`src/rc_frame_decode_stick_polar_defines.svh`:
```
// Assertion macros used by the frame decoder top level.
`ifndef RC_FRAME_DECODE_STICK_POLAR_DEFINES_SVH
`define RC_FRAME_DECODE_STICK_POLAR_DEFINES_SVH

// Same-cycle implication, checked outside reset.
`define RCFD_ASSERT_NOW(lbl, clk, rst_n, ante, cons, msg) \
  lbl: assert property (@(posedge clk) disable iff (!rst_n) (ante) |-> (cons)) \
    else $error(msg);

// Next-cycle implication, checked outside reset.
`define RCFD_ASSERT_NEXT(lbl, clk, rst_n, ante, cons, msg) \
  lbl: assert property (@(posedge clk) disable iff (!rst_n) (ante) |=> (cons)) \
    else $error(msg);

`endif

```
`src/rcfd_pkg.sv`:
```
// Constants and helper functions of the remote-control frame decoder.
package rcfd_pkg;

  localparam int unsigned STORE_DEPTH = 15;
  localparam int unsigned STORE_AW    = 4;
  localparam int unsigned CH_W        = 11;
  localparam int unsigned NUM_W       = 18;
  localparam int unsigned CORDIC_N    = 16;
  localparam int unsigned XY_W        = 35;
  localparam int unsigned Z_W         = 25;
  localparam int unsigned ANG_W       = 22;

  localparam logic [ANG_W-1:0] DEG45_Q = 22'd2949120;
  localparam logic [22:0]      DEG90_Q = 23'd5898240;
  localparam logic [24:0]      DEG180_Q = 25'd11796480;
  localparam logic [24:0]      DEG360_Q = 25'd23592960;

  localparam logic [6:0]  PCT_SCALE = 7'd100;
  localparam logic [15:0] PUSH_MAX  = 16'hFFFF;

  // Register indexes of the configuration port.
  localparam logic REG_CENTER     = 1'b0;
  localparam logic REG_FULL_SCALE = 1'b1;

  localparam logic [CH_W-1:0] CENTER_RST     = 11'd1024;
  localparam logic [CH_W-1:0] FULL_SCALE_RST = 11'd660;

  // atan(2^-i) in Q16 degrees.
  function automatic logic [ANG_W-1:0] atan_q16(input logic [3:0] i);
    logic [ANG_W-1:0] r;
    case (i)
      4'd0:    r = 22'd2949120;
      4'd1:    r = 22'd1740967;
      4'd2:    r = 22'd919879;
      4'd3:    r = 22'd466945;
      4'd4:    r = 22'd234379;
      4'd5:    r = 22'd117304;
      4'd6:    r = 22'd58666;
      4'd7:    r = 22'd29335;
      4'd8:    r = 22'd14668;
      4'd9:    r = 22'd7334;
      4'd10:   r = 22'd3667;
      4'd11:   r = 22'd1833;
      4'd12:   r = 22'd917;
      4'd13:   r = 22'd458;
      4'd14:   r = 22'd229;
      4'd15:   r = 22'd115;
      default: r = '0;
    endcase
    return r;
  endfunction

endpackage

```
`src/rcfd_if.sv`:
```
// Handshake interfaces for the frame byte input and the decoded result output.
interface rcfd_in_if;
  logic       valid;
  logic       ready;
  logic [7:0] data_byte;
  logic       frame_start;
  modport source(output valid, data_byte, frame_start, input ready);
  modport sink(input valid, data_byte, frame_start, output ready);
endinterface

interface rcfd_out_if;
  logic               valid;
  logic               ready;
  logic [15:0]        left_push_percent;
  logic [8:0]         left_angle_deg;
  logic [15:0]        right_push_percent;
  logic [8:0]         right_angle_deg;
  logic [7:0]         switch_code;
  logic signed [15:0] mouse_x;
  logic signed [15:0] mouse_y;
  logic signed [15:0] mouse_z;
  logic [7:0]         mouse_left;
  logic [7:0]         mouse_right;
  logic [7:0]         key_bits;
  modport source(output valid, left_push_percent, left_angle_deg, right_push_percent,
                 right_angle_deg, switch_code, mouse_x, mouse_y, mouse_z,
                 mouse_left, mouse_right, key_bits, input ready);
  modport sink(input valid, left_push_percent, left_angle_deg, right_push_percent,
               right_angle_deg, switch_code, mouse_x, mouse_y, mouse_z,
               mouse_left, mouse_right, key_bits, output ready);
endinterface

```
`src/rc_frame_decode_stick_polar.sv`:
```
// Remote-control frame decoder top level with stick polar conversion.
// Frame bytes enter on in_i, one item per byte; frame_start marks byte 0, and
// without it the byte is taken at the next position. Bytes 0 to 14 are held
// in a small register file; later bytes are only counted. On the last byte
// of a frame the four stick channels go to two polar units that run side by
// side: a bit-serial divider gives the push percent and a CORDIC with one
// rotation per cycle gives the angle. The divider finishes last and so sets
// when the result is registered in the output register and shown on out_o.
// Bytes after the end of a frame are dropped until the next frame_start.
// The result sits in an output register until taken; bytes keep flowing
// meanwhile, and only the last byte of the next frame waits for it.
// in_i.ready is low while the polar units work.
// Reset clears the byte position (next byte counts as byte 0), sets
// stick_center to 1024 and stick_full_scale to 660, and empties the output.
// Registers on the APB port: stick_center at 0x0, stick_full_scale at 0x4.
`include "rc_frame_decode_stick_polar_defines.svh"

module rc_frame_decode_stick_polar #(
  parameter int unsigned FRAME_BYTES = 18
) (
  input  logic         clk_i,
  input  logic         rst_ni,
  rcfd_in_if.sink      in_i,
  rcfd_out_if.source   out_o,
  input  logic         psel,
  input  logic         penable,
  input  logic         pwrite,
  input  logic [2:0]   paddr,
  input  logic [31:0]  pwdata,
  output logic [31:0]  prdata,
  output logic         pready
);
  localparam int unsigned PW   = $clog2(FRAME_BYTES + 1);
  localparam int unsigned CW   = rcfd_pkg::CH_W;
  localparam logic [PW-1:0] LAST = PW'(FRAME_BYTES - 1);
  localparam logic [PW-1:0] DONE = PW'(FRAME_BYTES);

  localparam logic ST_IDLE = 1'b0;
  localparam logic ST_BUSY = 1'b1;

  logic          state_q, state_d;
  logic [PW-1:0] pos_q, pos_d, pos_eff;
  logic [7:0]    store_q [rcfd_pkg::STORE_DEPTH];
  logic [CW-1:0] center_q, full_scale_q;
  logic          out_valid_q;
  logic          in_acc, start, last_byte, cfg_wr;
  logic          l_done, r_done;
  logic [15:0]   l_push, r_push;
  logic [8:0]    l_deg, r_deg;
  logic [CW-1:0] ch0, ch1, ch2, ch3;
  logic [1:0]    s1, s2;

  // Configuration port.
  assign pready = 1'b1;
  assign cfg_wr = psel && penable && pwrite;
  assign prdata = (paddr[2] == rcfd_pkg::REG_FULL_SCALE) ? {21'd0, full_scale_q}
                                                         : {21'd0, center_q};

  always_ff @(posedge clk_i or negedge rst_ni) begin
    if (!rst_ni) begin
      center_q     <= rcfd_pkg::CENTER_RST;
      full_scale_q <= rcfd_pkg::FULL_SCALE_RST;
    end else if (cfg_wr) begin
      if (paddr[2] == rcfd_pkg::REG_FULL_SCALE) begin
        full_scale_q <= pwdata[CW-1:0];
      end else begin
        center_q <= pwdata[CW-1:0];
      end
    end
  end

  // Byte intake. The final byte waits while an older result is still held.
  assign in_i.ready = (state_q == ST_IDLE) && !(out_valid_q && (pos_q == LAST));
  assign in_acc     = in_i.valid && in_i.ready;
  assign pos_eff    = in_i.frame_start ? '0 : pos_q;
  assign last_byte  = pos_eff == LAST;
  assign start      = in_acc && last_byte;

  always_comb begin
    pos_d   = pos_q;
    state_d = state_q;
    if (in_acc && (pos_eff < DONE)) begin
      pos_d = last_byte ? DONE : PW'(pos_eff + 1'b1);
    end
    case (state_q)
      ST_IDLE: if (start) state_d = ST_BUSY;
      ST_BUSY: if (l_done) state_d = ST_IDLE;
      default: state_d = ST_IDLE;
    endcase
  end

  always_ff @(posedge clk_i or negedge rst_ni) begin
    if (!rst_ni) begin
      state_q <= ST_IDLE;
      pos_q   <= '0;
    end else begin
      state_q <= state_d;
      pos_q   <= pos_d;
    end
  end

  always_ff @(posedge clk_i) begin
    if (in_acc && (pos_eff < PW'(rcfd_pkg::STORE_DEPTH))) begin
      store_q[pos_eff[rcfd_pkg::STORE_AW-1:0]] <= in_i.data_byte;
    end
  end

  // Channel unpacking from the stored bytes.
  assign ch0 = {store_q[1][2:0], store_q[0]};
  assign ch1 = {store_q[2][5:0], store_q[1][7:3]};
  assign ch2 = {store_q[4][0], store_q[3], store_q[2][7:6]};
  assign ch3 = {store_q[5][3:0], store_q[4][7:1]};
  assign s1  = store_q[5][7:6];
  assign s2  = store_q[5][5:4];

  rcfd_polar u_left (
    .clk_i       (clk_i),
    .rst_ni      (rst_ni),
    .start_i     (start),
    .cx_i        (ch2),
    .cy_i        (ch3),
    .center_i    (center_q),
    .full_scale_i(full_scale_q),
    .done_o      (l_done),
    .push_o      (l_push),
    .deg_o       (l_deg)
  );

  rcfd_polar u_right (
    .clk_i       (clk_i),
    .rst_ni      (rst_ni),
    .start_i     (start),
    .cx_i        (ch0),
    .cy_i        (ch1),
    .center_i    (center_q),
    .full_scale_i(full_scale_q),
    .done_o      (r_done),
    .push_o      (r_push),
    .deg_o       (r_deg)
  );

  // Output register.
  always_ff @(posedge clk_i or negedge rst_ni) begin
    if (!rst_ni) begin
      out_valid_q <= 1'b0;
    end else if (state_q == ST_BUSY && l_done) begin
      out_valid_q <= 1'b1;
    end else if (out_o.ready) begin
      out_valid_q <= 1'b0;
    end
  end

  always_ff @(posedge clk_i) begin
    if (state_q == ST_BUSY && l_done) begin
      out_o.left_push_percent  <= l_push;
      out_o.left_angle_deg     <= l_deg;
      out_o.right_push_percent <= r_push;
      out_o.right_angle_deg    <= r_deg;
      out_o.switch_code        <= (8'h10 << s1) | (8'h01 << s2);
      out_o.mouse_x            <= $signed({store_q[7], store_q[6]});
      out_o.mouse_y            <= $signed({store_q[9], store_q[8]});
      out_o.mouse_z            <= $signed({store_q[11], store_q[10]});
      out_o.mouse_left         <= store_q[12];
      out_o.mouse_right        <= store_q[13];
      out_o.key_bits           <= store_q[14];
    end
  end

  assign out_o.valid = out_valid_q;

  `RCFD_ASSERT_NOW(a_busy_blocks_in, clk_i, rst_ni, state_q == ST_BUSY, !in_i.ready,
    "byte accepted while the polar units are busy")
  `RCFD_ASSERT_NEXT(a_start_busy, clk_i, rst_ni, start, state_q == ST_BUSY,
    "last byte did not start the polar units")
  `RCFD_ASSERT_NOW(a_pos_range, clk_i, rst_ni, 1'b1, pos_q <= DONE,
    "byte position beyond the frame end")
  `RCFD_ASSERT_NOW(a_units_in_step, clk_i, rst_ni, 1'b1, l_done == r_done,
    "left and right polar units out of step")
  `RCFD_ASSERT_NOW(a_no_overwrite, clk_i, rst_ni, start, !out_valid_q,
    "new frame finished while a result is still held")
endmodule

```
`src/rcfd_div.sv`:
```
// Bit-serial restoring divider: one quotient bit per cycle.
module rcfd_div (
  input  logic                             clk_i,
  input  logic                             rst_ni,
  input  logic                             start_i,
  input  logic [rcfd_pkg::NUM_W-1:0]       num_i,
  input  logic [rcfd_pkg::CH_W-1:0]        den_i,
  output logic                             busy_o,
  output logic [rcfd_pkg::NUM_W-1:0]       quot_o
);
  localparam int unsigned NW = rcfd_pkg::NUM_W;
  localparam int unsigned DW = rcfd_pkg::CH_W;

  logic          busy_q, busy_d;
  logic [4:0]    cnt_q, cnt_d;
  logic [DW-1:0] rem_q, rem_d;
  logic [NW-1:0] nq_q, nq_d;
  logic [DW-1:0] den_q, den_d;
  logic [DW:0]   trial;
  logic          ge;

  always_comb begin
    trial  = {rem_q, nq_q[NW-1]};
    ge     = trial >= {1'b0, den_q};
    busy_d = busy_q;
    cnt_d  = cnt_q;
    rem_d  = rem_q;
    nq_d   = nq_q;
    den_d  = den_q;
    if (start_i) begin
      busy_d = 1'b1;
      cnt_d  = '0;
      rem_d  = '0;
      nq_d   = num_i;
      den_d  = den_i;
    end else if (busy_q) begin
      rem_d = ge ? DW'(trial - {1'b0, den_q}) : trial[DW-1:0];
      nq_d  = {nq_q[NW-2:0], ge};
      cnt_d = cnt_q + 5'd1;
      if (cnt_q == 5'(NW - 1)) busy_d = 1'b0;
    end
  end

  always_ff @(posedge clk_i or negedge rst_ni) begin
    if (!rst_ni) begin
      busy_q <= 1'b0;
      cnt_q  <= '0;
    end else begin
      busy_q <= busy_d;
      cnt_q  <= cnt_d;
    end
  end

  always_ff @(posedge clk_i) begin
    rem_q <= rem_d;
    nq_q  <= nq_d;
    den_q <= den_d;
  end

  assign busy_o = busy_q;
  assign quot_o = nq_q;
endmodule

```
`src/rcfd_cordic.sv`:
```
// Vectoring CORDIC, one rotation per cycle, angle of (a,b) in the first octant.
module rcfd_cordic (
  input  logic                           clk_i,
  input  logic                           rst_ni,
  input  logic                           start_i,
  input  logic [rcfd_pkg::CH_W-1:0]      a_i,
  input  logic [rcfd_pkg::CH_W-1:0]      b_i,
  output logic                           busy_o,
  output logic [rcfd_pkg::ANG_W-1:0]     angle_o
);
  localparam int unsigned XW = rcfd_pkg::XY_W;
  localparam int unsigned ZW = rcfd_pkg::Z_W;

  logic                 busy_q, busy_d;
  logic [3:0]           it_q, it_d;
  logic signed [XW-1:0] x_q, x_d, y_q, y_d, sx, sy;
  logic signed [ZW-1:0] z_q, z_d, at;

  // Arithmetic shift that truncates toward zero.
  function automatic logic signed [XW-1:0] shr_tz(input logic signed [XW-1:0] v,
                                                  input logic [3:0] k);
    logic [XW-1:0] mag;
    mag = v[XW-1] ? XW'(-v) : v;
    mag = mag >> k;
    return v[XW-1] ? $signed(XW'(-mag)) : $signed(mag);
  endfunction

  always_comb begin
    sx     = shr_tz(x_q, it_q);
    sy     = shr_tz(y_q, it_q);
    at     = $signed({3'b000, rcfd_pkg::atan_q16(it_q)});
    busy_d = busy_q;
    it_d   = it_q;
    x_d    = x_q;
    y_d    = y_q;
    z_d    = z_q;
    if (start_i) begin
      it_d = '0;
      x_d  = $signed({4'b0000, a_i, 20'd0});
      y_d  = $signed({4'b0000, b_i, 20'd0});
      if (b_i == '0) begin
        z_d = '0;
      end else if (b_i == a_i) begin
        z_d = $signed({3'b000, rcfd_pkg::DEG45_Q});
      end else begin
        z_d    = '0;
        busy_d = 1'b1;
      end
    end else if (busy_q) begin
      if (!y_q[XW-1]) begin
        x_d = x_q + sy;
        y_d = y_q - sx;
        z_d = z_q + at;
      end else begin
        x_d = x_q - sy;
        y_d = y_q + sx;
        z_d = z_q - at;
      end
      it_d = it_q + 4'd1;
      if (it_q == 4'(rcfd_pkg::CORDIC_N - 1)) busy_d = 1'b0;
    end
  end

  always_ff @(posedge clk_i or negedge rst_ni) begin
    if (!rst_ni) begin
      busy_q <= 1'b0;
      it_q   <= '0;
    end else begin
      busy_q <= busy_d;
      it_q   <= it_d;
    end
  end

  always_ff @(posedge clk_i) begin
    x_q <= x_d;
    y_q <= y_d;
    z_q <= z_d;
  end

  always_comb begin
    if (z_q[ZW-1]) begin
      angle_o = '0;
    end else if (z_q > $signed({3'b000, rcfd_pkg::DEG45_Q})) begin
      angle_o = rcfd_pkg::DEG45_Q;
    end else begin
      angle_o = z_q[rcfd_pkg::ANG_W-1:0];
    end
  end

  assign busy_o = busy_q;
endmodule

```
`src/rcfd_polar.sv`:
```
// Polar conversion of one stick: push percent through the divider, angle through CORDIC.
module rcfd_polar (
  input  logic                        clk_i,
  input  logic                        rst_ni,
  input  logic                        start_i,
  input  logic [rcfd_pkg::CH_W-1:0]   cx_i,
  input  logic [rcfd_pkg::CH_W-1:0]   cy_i,
  input  logic [rcfd_pkg::CH_W-1:0]   center_i,
  input  logic [rcfd_pkg::CH_W-1:0]   full_scale_i,
  output logic                        done_o,
  output logic [15:0]                 push_o,
  output logic [8:0]                  deg_o
);
  localparam int unsigned CW = rcfd_pkg::CH_W;

  logic signed [CW:0]           dx, dy;
  logic [CW-1:0]                adx, ady, a, b;
  logic                         swap;
  logic                         run_q;
  logic                         u_neg_q, v_neg_q, swap_q, zero_q, fs_zero_q;
  logic                         div_busy, cor_busy;
  logic [rcfd_pkg::NUM_W-1:0]   quot;
  logic [rcfd_pkg::ANG_W-1:0]   oct;
  logic [22:0]                  q;
  logic [24:0]                  t;

  always_comb begin
    dx   = $signed({1'b0, cx_i}) - $signed({1'b0, center_i});
    dy   = $signed({1'b0, cy_i}) - $signed({1'b0, center_i});
    adx  = dx[CW] ? CW'(-dx) : dx[CW-1:0];
    ady  = dy[CW] ? CW'(-dy) : dy[CW-1:0];
    // The angle is measured from +y, so x takes the role of the second axis.
    swap = adx > ady;
    a    = swap ? adx : ady;
    b    = swap ? ady : adx;
  end

  rcfd_div u_div (
    .clk_i  (clk_i),
    .rst_ni (rst_ni),
    .start_i(start_i),
    .num_i  (rcfd_pkg::NUM_W'(a * rcfd_pkg::PCT_SCALE)),
    .den_i  (full_scale_i),
    .busy_o (div_busy),
    .quot_o (quot)
  );

  rcfd_cordic u_cordic (
    .clk_i  (clk_i),
    .rst_ni (rst_ni),
    .start_i(start_i),
    .a_i    (a),
    .b_i    (b),
    .busy_o (cor_busy),
    .angle_o(oct)
  );

  always_ff @(posedge clk_i or negedge rst_ni) begin
    if (!rst_ni) begin
      run_q <= 1'b0;
    end else if (start_i) begin
      run_q <= 1'b1;
    end else if (done_o) begin
      run_q <= 1'b0;
    end
  end

  always_ff @(posedge clk_i) begin
    if (start_i) begin
      u_neg_q   <= dy[CW];
      v_neg_q   <= !dx[CW] && (dx != '0);
      swap_q    <= swap;
      zero_q    <= (a == '0);
      fs_zero_q <= (full_scale_i == '0);
    end
  end

  assign done_o = run_q && !div_busy && !cor_busy;

  always_comb begin
    if (fs_zero_q) begin
      push_o = zero_q ? 16'd0 : rcfd_pkg::PUSH_MAX;
    end else if (|quot[rcfd_pkg::NUM_W-1:16]) begin
      push_o = rcfd_pkg::PUSH_MAX;
    end else begin
      push_o = quot[15:0];
    end
    q = swap_q ? 23'(rcfd_pkg::DEG90_Q - {1'b0, oct}) : {1'b0, oct};
    if (!u_neg_q && !v_neg_q) begin
      t = {2'b00, q};
    end else if (u_neg_q && !v_neg_q) begin
      t = 25'(rcfd_pkg::DEG180_Q - {2'b00, q});
    end else if (u_neg_q) begin
      t = 25'(rcfd_pkg::DEG180_Q + {2'b00, q});
    end else begin
      t = 25'(rcfd_pkg::DEG360_Q - {2'b00, q});
    end
    if (zero_q || (t[24:16] == 9'd360)) begin
      deg_o = '0;
    end else begin
      deg_o = t[24:16];
    end
  end
endmodule

```
`src/flat_wrapper.sv`:
```
// flat-port wrapper written by rule: the top's interface ports become plain ports
module rc_frame_decode_stick_polar_flat 
#(
  parameter int unsigned FRAME_BYTES = 18
)
  (clk_i, rst_ni, psel, penable, pwrite, paddr, pwdata, prdata, pready, in_i_valid, in_i_data_byte, in_i_frame_start, in_i_ready, out_o_valid, out_o_left_push_percent, out_o_left_angle_deg, out_o_right_push_percent, out_o_right_angle_deg, out_o_switch_code, out_o_mouse_x, out_o_mouse_y, out_o_mouse_z, out_o_mouse_left, out_o_mouse_right, out_o_key_bits, out_o_ready);
  rcfd_in_if in_i_i ();
  rcfd_out_if out_o_i ();
  input  logic clk_i;
  input  logic rst_ni;
  input  logic psel;
  input  logic penable;
  input  logic pwrite;
  input  logic [2:0] paddr;
  input  logic [31:0] pwdata;
  output logic [31:0] prdata;
  output logic pready;
  input wire logic [$bits(in_i_i.valid)-1:0] in_i_valid;
  input wire logic [$bits(in_i_i.data_byte)-1:0] in_i_data_byte;
  input wire logic [$bits(in_i_i.frame_start)-1:0] in_i_frame_start;
  output wire logic [$bits(in_i_i.ready)-1:0] in_i_ready;
  output wire logic [$bits(out_o_i.valid)-1:0] out_o_valid;
  output wire logic [$bits(out_o_i.left_push_percent)-1:0] out_o_left_push_percent;
  output wire logic [$bits(out_o_i.left_angle_deg)-1:0] out_o_left_angle_deg;
  output wire logic [$bits(out_o_i.right_push_percent)-1:0] out_o_right_push_percent;
  output wire logic [$bits(out_o_i.right_angle_deg)-1:0] out_o_right_angle_deg;
  output wire logic [$bits(out_o_i.switch_code)-1:0] out_o_switch_code;
  output wire logic [$bits(out_o_i.mouse_x)-1:0] out_o_mouse_x;
  output wire logic [$bits(out_o_i.mouse_y)-1:0] out_o_mouse_y;
  output wire logic [$bits(out_o_i.mouse_z)-1:0] out_o_mouse_z;
  output wire logic [$bits(out_o_i.mouse_left)-1:0] out_o_mouse_left;
  output wire logic [$bits(out_o_i.mouse_right)-1:0] out_o_mouse_right;
  output wire logic [$bits(out_o_i.key_bits)-1:0] out_o_key_bits;
  input wire logic [$bits(out_o_i.ready)-1:0] out_o_ready;
  assign in_i_i.valid = in_i_valid;
  assign in_i_i.data_byte = in_i_data_byte;
  assign in_i_i.frame_start = in_i_frame_start;
  assign in_i_ready = in_i_i.ready;
  assign out_o_valid = out_o_i.valid;
  assign out_o_left_push_percent = out_o_i.left_push_percent;
  assign out_o_left_angle_deg = out_o_i.left_angle_deg;
  assign out_o_right_push_percent = out_o_i.right_push_percent;
  assign out_o_right_angle_deg = out_o_i.right_angle_deg;
  assign out_o_switch_code = out_o_i.switch_code;
  assign out_o_mouse_x = out_o_i.mouse_x;
  assign out_o_mouse_y = out_o_i.mouse_y;
  assign out_o_mouse_z = out_o_i.mouse_z;
  assign out_o_mouse_left = out_o_i.mouse_left;
  assign out_o_mouse_right = out_o_i.mouse_right;
  assign out_o_key_bits = out_o_i.key_bits;
  assign out_o_i.ready = out_o_ready;
  rc_frame_decode_stick_polar #(.FRAME_BYTES(FRAME_BYTES)) u_core (.clk_i(clk_i), .rst_ni(rst_ni), .in_i(in_i_i), .out_o(out_o_i), .psel(psel), .penable(penable), .pwrite(pwrite), .paddr(paddr), .pwdata(pwdata), .prdata(prdata), .pready(pready));
endmodule
```
`config.mk`:
```
export PLATFORM = sky130hd
export DESIGN_NAME = rc_frame_decode_stick_polar_flat
export DESIGN_NICKNAME = d
export VERILOG_FILES = /design/src/rcfd_pkg.sv /design/src/rcfd_if.sv /design/src/rc_frame_decode_stick_polar.sv /design/src/rcfd_div.sv /design/src/rcfd_cordic.sv /design/src/rcfd_polar.sv /design/src/flat_wrapper.sv
export VERILOG_INCLUDE_DIRS = /design/src /design/src/src
export SDC_FILE = /design/constraint.sdc
export NUM_CORES = 2
export LEC_CHECK = 0
export ABC_AREA = 1
export ABC_CLOCK_PERIOD_IN_PS = 7800
export BUFFER_PORTS_ARGS = -buffer_cell sky130_fd_sc_hd__buf_2
export CAP_MARGIN = 20
export CORE_MARGIN = 4
export CORE_UTILIZATION = 30
export DETAILED_ROUTE_END_ITERATION = 16
export SYNTH_ARGS = -nofsm -noshare
export SYNTH_HDL_FRONTEND = slang
export SYNTH_SLANG_ARGS = --single-unit
```
`constraint.sdc`:
```
create_clock -name clk_i -period 7.8 [get_ports clk_i]
set_input_delay 1.56 -clock clk_i [delete_from_list [all_inputs] [get_ports clk_i]]
set_output_delay 1.56 -clock clk_i [all_outputs]
set_load 0.01 [all_outputs]
```
Word level (Yosys, flattened, before mapping)
Memory sizes are Yosys's and may differ from the RTL's. A register that Yosys moved wholly into a read port is not among the register bits.
Cells that the tools add are included.

storage, ports and cells
  logic and storage cells = 269
  bits in writable memories = 120
  memories = 3
  bits in registers = 378
  bits in read-only memories = 704
  input port bits = 51

memories
  memory            depth  bits a word  rd ports  clocked after Yosys merged registers in  wr ports  line                               source
  (name not given)  16     22           1         0                                        0         rcfd_pkg.sv:31                     case (i)
  (name not given)  16     22           1         0                                        0         rcfd_pkg.sv:31
  u_core.store_q    15     8            15        9                                        1         rc_frame_decode_stick_polar.sv:43  logic [7:0] store_q [rcfd_pkg::STORE_DEPTH];

operators by class
  equality and inequality tests = 14
  muxes and demuxes = 98
  reductions and logical operators = 47
  shift operators = 6
  bitwise gates (word level) = 3
  add/sub/neg operators = 43
  $mul = 2
  order comparisons = 8

operators with widths
  kind                                                             number
  2-to-1 mux 35 bit                                                12
  2-to-1 mux 25 bit                                                14
  negation 35 bit                                                  8
  2-to-1 mux 31 bit                                                8
  adder 35 bit                                                     4
  right shift 35 x 4 -> 35 bit                                     4
  subtractor 35 bit                                                4
  2-to-1 mux 22 bit                                                6
  2-to-1 mux 11 bit                                                11
  2-to-1 mux 16 bit                                                6
  2-to-1 mux 18 bit                                                4
  logical NOT 11 bit                                               5
  adder 24 x 23 -> 25 bit, first input constant                    2
  adder 25 x 23 -> 25 bit                                          2
  greater-than comparator 25 x 23 -> 1 bit, second input constant  2
  subtractor 24 x 23 -> 25 bit, first input constant               2
  subtractor 25 x 23 -> 25 bit                                     2
  subtractor 25 x 23 -> 25 bit, first input constant               2
  subtractor 11 x 11 -> 12 bit                                     4
  2-to-1 mux 23 bit                                                2
  subtractor 23 x 22 -> 23 bit, first input constant               2
  negation 11 bit                                                  4
  multiplier 11 x 5 -> 16 bit, second input constant               2
  2-to-1 mux 5 bit                                                 6
  26 further kinds                                                 103

Depth between registers and ports, before layout
  word-level depth = 11
  gate-level depth with buffers = 63

By module
A second synthesis with hierarchy kept.

second synthesis, totals
  cell total of the unflattened synthesis = 10038
  area total of the unflattened synthesis = 64652.0 um^2

by module, submodules not included
  module                                  area an instance (um^2)  instances  cells an instance
  rcfd_cordic at u_core.u_right.u_cordic  19642.6                  1          3489
  rcfd_cordic at u_core.u_left.u_cordic   19611.3                  1          3442
  rc_frame_decode_stick_polar             9392.8                   1          520
  rcfd_polar at u_core.u_left             5486.5                   1          978
  rcfd_polar at u_core.u_right            5296.3                   1          941
  rcfd_div                                2611.3                   2          334

Least setup slack after synthesis
Ideal clock, no wire load.

  path kind = reg2reg
  start = register u_core.center_q[1]
  end = register u_core.u_right.u_div.nq_q[17], in the netlist u_core.u_right.u_div.quot_o[17], data pin
  arrival = 7251 ps
  period minus slack after synthesis = 7511 ps
  setup slack = 289 ps
  setup time = 260 ps
  buffers on the path = 3
  stages on the path, launching flop included = 61
  cells stage by stage = dfrtp_1 inv_1 ha_1 nand3_1 nand2_1 a21oi_1 o21bai_1 nand3_1 nand2_1 nand2_1 nand2_1 a21o_1 nand2_1 nand2_1 a21oi_1 clkbuf_1 nand2_1 xor2_1 [... 25 more ...] a31oi_1 inv_1 nand2_1 inv_1 nor2_1 inv_1 a21oi_1 o21ai_0 inv_1 nor2_1 nor2_1 o21bai_1 nand2_1 inv_1 nor2_1 o21bai_1 nor2_1 o22ai_1

between the ends
  word-level cells in the longest chain between the ends = 7
  elaborated cells between the ends (all ways) = 10
  classes of those cells = add/sub (4); mul (1); order compare (1); mux (4)

ends and longest elaborated chain
  element                                          line                                source
  start, declared                                  rc_frame_decode_stick_polar.sv:44   logic [CW-1:0] center_q, full_scale_q;
  start signal, assigned                           rc_frame_decode_stick_polar.sv:61   center_q <= rcfd_pkg::CENTER_RST;
  start signal, assigned                           rc_frame_decode_stick_polar.sv:67   center_q <= pwdata[CW-1:0];
  subtractor 11 x 11 -> 12 bit (on tied branches)  rcfd_polar.sv:28, rcfd_polar.sv:29
  negation 11 bit (on tied branches)               rcfd_polar.sv:30, rcfd_polar.sv:31
  2-to-1 mux 11 bit (on tied branches)             rcfd_polar.sv:30, rcfd_polar.sv:31
  greater-than comparator 11 bit (*)               rcfd_polar.sv:33                    swap = adx > ady;
  via u_core.u_right.swap                          rcfd_polar.sv:18                    logic swap;
  2-to-1 mux 11 bit (*)                            rcfd_polar.sv:34                    a = swap ? adx : ady;
  multiplier 11 x 5 -> 16 bit (*)                  rcfd_polar.sv:42                    .num_i (rcfd_pkg::NUM_W'(a * rcfd_pkg::PCT_SCALE)),
  2-to-1 mux 18 bit (*)                            rcfd_div.sv:30                      if (start_i) begin
  via u_core.u_right.u_div.nq_d[17]                rcfd_div.sv:17                      logic [NW-1:0] nq_q, nq_d;
  end signal, assigned                             rcfd_div.sv:56                      nq_q <= nq_d;
  end, declared                                    rcfd_div.sv:17

Mark *: on every way through the listed nets, which the timed path passes. The rest lies on a longest branch.
A chain may end at the register's enable or synchronous reset.

Worst setup path after layout
  start = register u_core.center_q[0]
  end = register u_core.u_left.u_div.nq_q[17], in the netlist u_core.u_left.u_div.quot_o[17], data pin

between the ends
  word-level cells in the longest chain between the ends = 7
  elaborated cells between the ends (all ways) = 10
  classes of those cells = add/sub (4); mul (1); order compare (1); mux (4)

ends and longest elaborated chain
  element                                          line
  subtractor 11 x 11 -> 12 bit (on tied branches)  rcfd_polar.sv:28, rcfd_polar.sv:29
  negation 11 bit (on tied branches)               rcfd_polar.sv:30, rcfd_polar.sv:31
  2-to-1 mux 11 bit (on tied branches)             rcfd_polar.sv:30, rcfd_polar.sv:31
  greater-than comparator 11 bit                   rcfd_polar.sv:33
  2-to-1 mux 11 bit (*)                            rcfd_polar.sv:34
  multiplier 11 x 5 -> 16 bit (*)                  rcfd_polar.sv:42
  2-to-1 mux 18 bit (*)                            rcfd_div.sv:30
  via u_core.u_left.u_div.nq_d[17]                 rcfd_div.sv:17
  end signal, assigned                             rcfd_div.sv:56
  end, declared                                    rcfd_div.sv:17

Marked as above.

==> flow_metrics.env <==
export IMPL_status="completed"
export IMPL_r2r_start="u_core.center_q[0]$_DFFE_PN0P_"
export IMPL_placed_area_um2=64090
export IMPL_fp_dieH_um=454.6
export IMPL_drv_slew=0
export IMPL_routed_wl_um=216400
export IMPL_drt_first_iter_violations=5093
export IMPL_cp_max_fo=4
export IMPL_cts_sinks=570
export IMPL_yosysWarningCount=0
export IMPL_cp_common_cell="inv_1"
export IMPL_clockBufferDepth=3
export IMPL_die_w_um=454.6
export IMPL_drive_gt1_frac=0.1076
export IMPL_critPathKind="flip-flop to flip-flop"
export IMPL_synth_async_reset_ratio=0.09123
export IMPL_ys_flop_type="edfxtp_1"
export IMPL_syn_area_um2=59840
export IMPL_setup_viol=0
export IMPL_gr_total_overflow=0
export IMPL_syn_avg_cell_area_um2=6.678
export IMPL_dp_cells=11680
export IMPL_root_buffer="clkbuf_16"
export IMPL_cts_buffers=76
export IMPL_finalCritPeriodShare=0.9466
export IMPL_cp_required_ps=8280
export IMPL_fillers=21420
export IMPL_grt_usage=0.2023
export IMPL_rsz0062_at_grt="true"
export IMPL_clock_skew_ps=75.54
export IMPL_setup_tns_final_ps=0
export IMPL_worstMarginPinSlew_ps=1125
export IMPL_first_pass_iters=6
export IMPL_dieArea_um2=206700
export IMPL_multi_input_area_um2=39300
export IMPL_r2r_slack_ps=420
export IMPL_max_stage_delay_ps=490
export IMPL_final_nets=9614
export IMPL_clock_latency_ps=740
export IMPL_yosysSeqAreaShare=0.2614
export IMPL_io_pins=216
export IMPL_fin_cells=11840
export IMPL_min_path_type="flip-flop to flip-flop"
export IMPL_synthDistinctLibCells=76
export IMPL_ys_ff_latch=570
export IMPL_cts_hold_buf=0
export IMPL_register_area_um2=15670
export IMPL_avgRoutedWirePerCell_um=18.28
export IMPL_drcViolationCount=0
export IMPL_grt_pass1_wl_um=331800
export IMPL_hold_violations=0
export IMPL_hold_path_startpoint="u_core.store_q[8][7]$_DFFE_PP_"
export IMPL_drtAntennaViolNets=0
export IMPL_via_count=61160
export IMPL_htreeDepth=3
export IMPL_synth_edff_count=396
export IMPL_max_freq_ghz=0.1354
export IMPL_antenna_found_initial=10
export IMPL_fin_area_um2=67170
export IMPL_slew_headroom=0.2419
export IMPL_place_ws_ps=-116.8
export IMPL_vias_per_cell=5.167
export IMPL_tritoncts="built"
export IMPL_cap_violations=0
export IMPL_core_um2=197800
export IMPL_area_growth_pct=12.24
export IMPL_grt_pass1_vias=57160
export IMPL_globalplace_congestion=0.9504
export IMPL_critPathLaunchType="flip-flop"
export IMPL_grt_max_degree=83
export IMPL_arrival_ps=7860
export IMPL_rows=163
export IMPL_final_setup_worst_slack_ps=416.3
export IMPL_synthCells=8962
export IMPL_portBuffers=170
export IMPL_clkTransAtPathRegs_ps=60
export IMPL_critPathCaptureType="flip-flop"
export IMPL_initial_utilization=0.3025
export IMPL_hpwl_um=173200
export IMPL_critPathSlowestCell="fa_1"
export IMPL_fin_crit_ps=7384
export IMPL_critPathLaunch="u_core.center_q[0]$_DFFE_PN0P_"
[final cells by class]
| type | count | area share |
|---|---|---|
| Multi-Input combinational cell | 7124 | 0.5851 |
| Sequential cell | 570 | 0.2332 |
| Inverter | 975 | 0.05463 |
| Tap cell | 2640 | 0.04917 |
| Timing Repair Buffer | 382 | 0.03772 |
| Clock buffer | 91 | 0.03038 |
| Clock inverter | 51 | 0.009649 |
| Antenna cell | 4 | 0.0001490 |
[worst paths after layout]
check / end / depth (start not counted)
min: out_o_mouse_y[7]$_DFFE_PP_ / 0
max: u_core.u_left.u_div.quot_o[17]$_DFFE_PP_ / 47
min reg2reg: out_o_mouse_y[7]$_DFFE_PP_ / 0
max in group asynchronous: u_core.center_q[0]$_DFFE_PN0P_ / 2
max reg2reg: u_core.u_left.u_div.quot_o[17]$_DFFE_PP_ / 47
min in group asynchronous: u_core.u_right.u_cordic.it_q[3]$_DFFE_PN0P_ / 1
[state kept, by name (all words and copies together) (netlist names), 9 cells and up]
name	count
out_o_mouse_x	16
out_o_mouse_y	16
out_o_mouse_z	16
u_core.center_q	11
u_core.full_scale_q	11
u_core.out_o.left_angle_deg	9
u_core.out_o.left_push_percent	16
u_core.out_o.right_angle_deg	9
u_core.out_o.right_push_percent	16
u_core.store_q	120
u_core.u_left.u_cordic.x_q	35
u_core.u_left.u_cordic.y_q	35
u_core.u_left.u_cordic.z_q	25
u_core.u_left.u_div.den_q	11
u_core.u_left.u_div.quot_o	18
u_core.u_left.u_div.rem_q	11
u_core.u_right.u_cordic.x_q	35
u_core.u_right.u_cordic.y_q	35
u_core.u_right.u_cordic.z_q	25
u_core.u_right.u_div.quot_o	18
u_core.u_right.u_div.rem_q	11
[synth_stat cells (107+ instances only)]
library cell  instances  area (um^2)
nand2_1            2421         9087
nand4_1             118        738.2
xor2_1              314         2750
nand3_1            1238         6196
inv_1               919         3450
a21oi_1             392         1962
edfxtp_1            396        11890
nor2_1              732         2748
o21ai_0             432         2162
o22ai_1             136        850.8
dfxtp_1             122         2442
ha_1                410         5130
clkbuf_1            109        409.1
xnor2_1             107        937.2
[cell families after synthesis]
family          share of synthesized area
mux                             0.0008572
flops                              0.2614
fa+ha+maj                         0.09375
xor+xnor                          0.06343
buf+inv                           0.08819
other cells                     0.0001255
compound gates                     0.1137
simple gates                       0.3786
[worst max-delay path: cells and delay by family, from the launching register on]
family,cells,cell delay (ps)
AO/OA/AOI/OAI,16,2220
AND/OR/NAND/NOR,12,1060
XOR/XNOR,2,450
buffers and inverters,10,980
flip-flops,1,450
adder cells (fa/ha/maj),7,1930
[cells in the final DEF, fill, tap and decap left out, types with 28 or more instances in the layout]
master     instances
a21oi_1          382
buf_2            169
buf_4            205
clkbuf_16         78
dfrtp_1           38
dfxtp_1          118
edfxtp_1         396
ha_1             400
inv_1            904
inv_2             56
nand2_1         2418
nand2_2           97
nand3_1         1238
nand3_2           75
nand3b_1          47
nand4_1          118
nor2_1           729
nor2_2            73
nor2_4            41
nor3_1            73
o211ai_1          43
o21ai_0          409
o21ai_1           61
o21bai_1          28
o22ai_1          136
xnor2_1          105
xor2_1           309
[per-stage QoR]
stage,hold WS [ps],utilization
finish,406.1,0.3395
detailed placement,404.5,0.3240
CTS,403.1,0.3376
floorplan,400.3,-
global route,409.3,0.3395
global placement,400.3,0.3237
[layer usage]
metal / track usage / vias to the layer above / routed length [um]
li1: - / 30260 / -
met1: 0.2740 / 28720 / 97990
met2: 0.3312 / 1874 / 98120
met3: 0.02779 / 298 / 13130
met4: 0.06604 / 12 / 7105
met5: 0 / - / 87
[repair_timing]
| item | 4_1_cts | 5_1_grt |
|---|---|---|
| setup endpoints to repair | 2 | 29 |
| setup buffers | 1 | 6 |
| resized for setup | 1 | 82 |
| cloned | 0 | 1 |
| pin swaps | 1 | 12 |
| endpoints found under the hold margin | 0 | 0 |
Power is not shown: default switching activity piles up to over one toggle a cycle in this logic, so the estimate is an artifact.
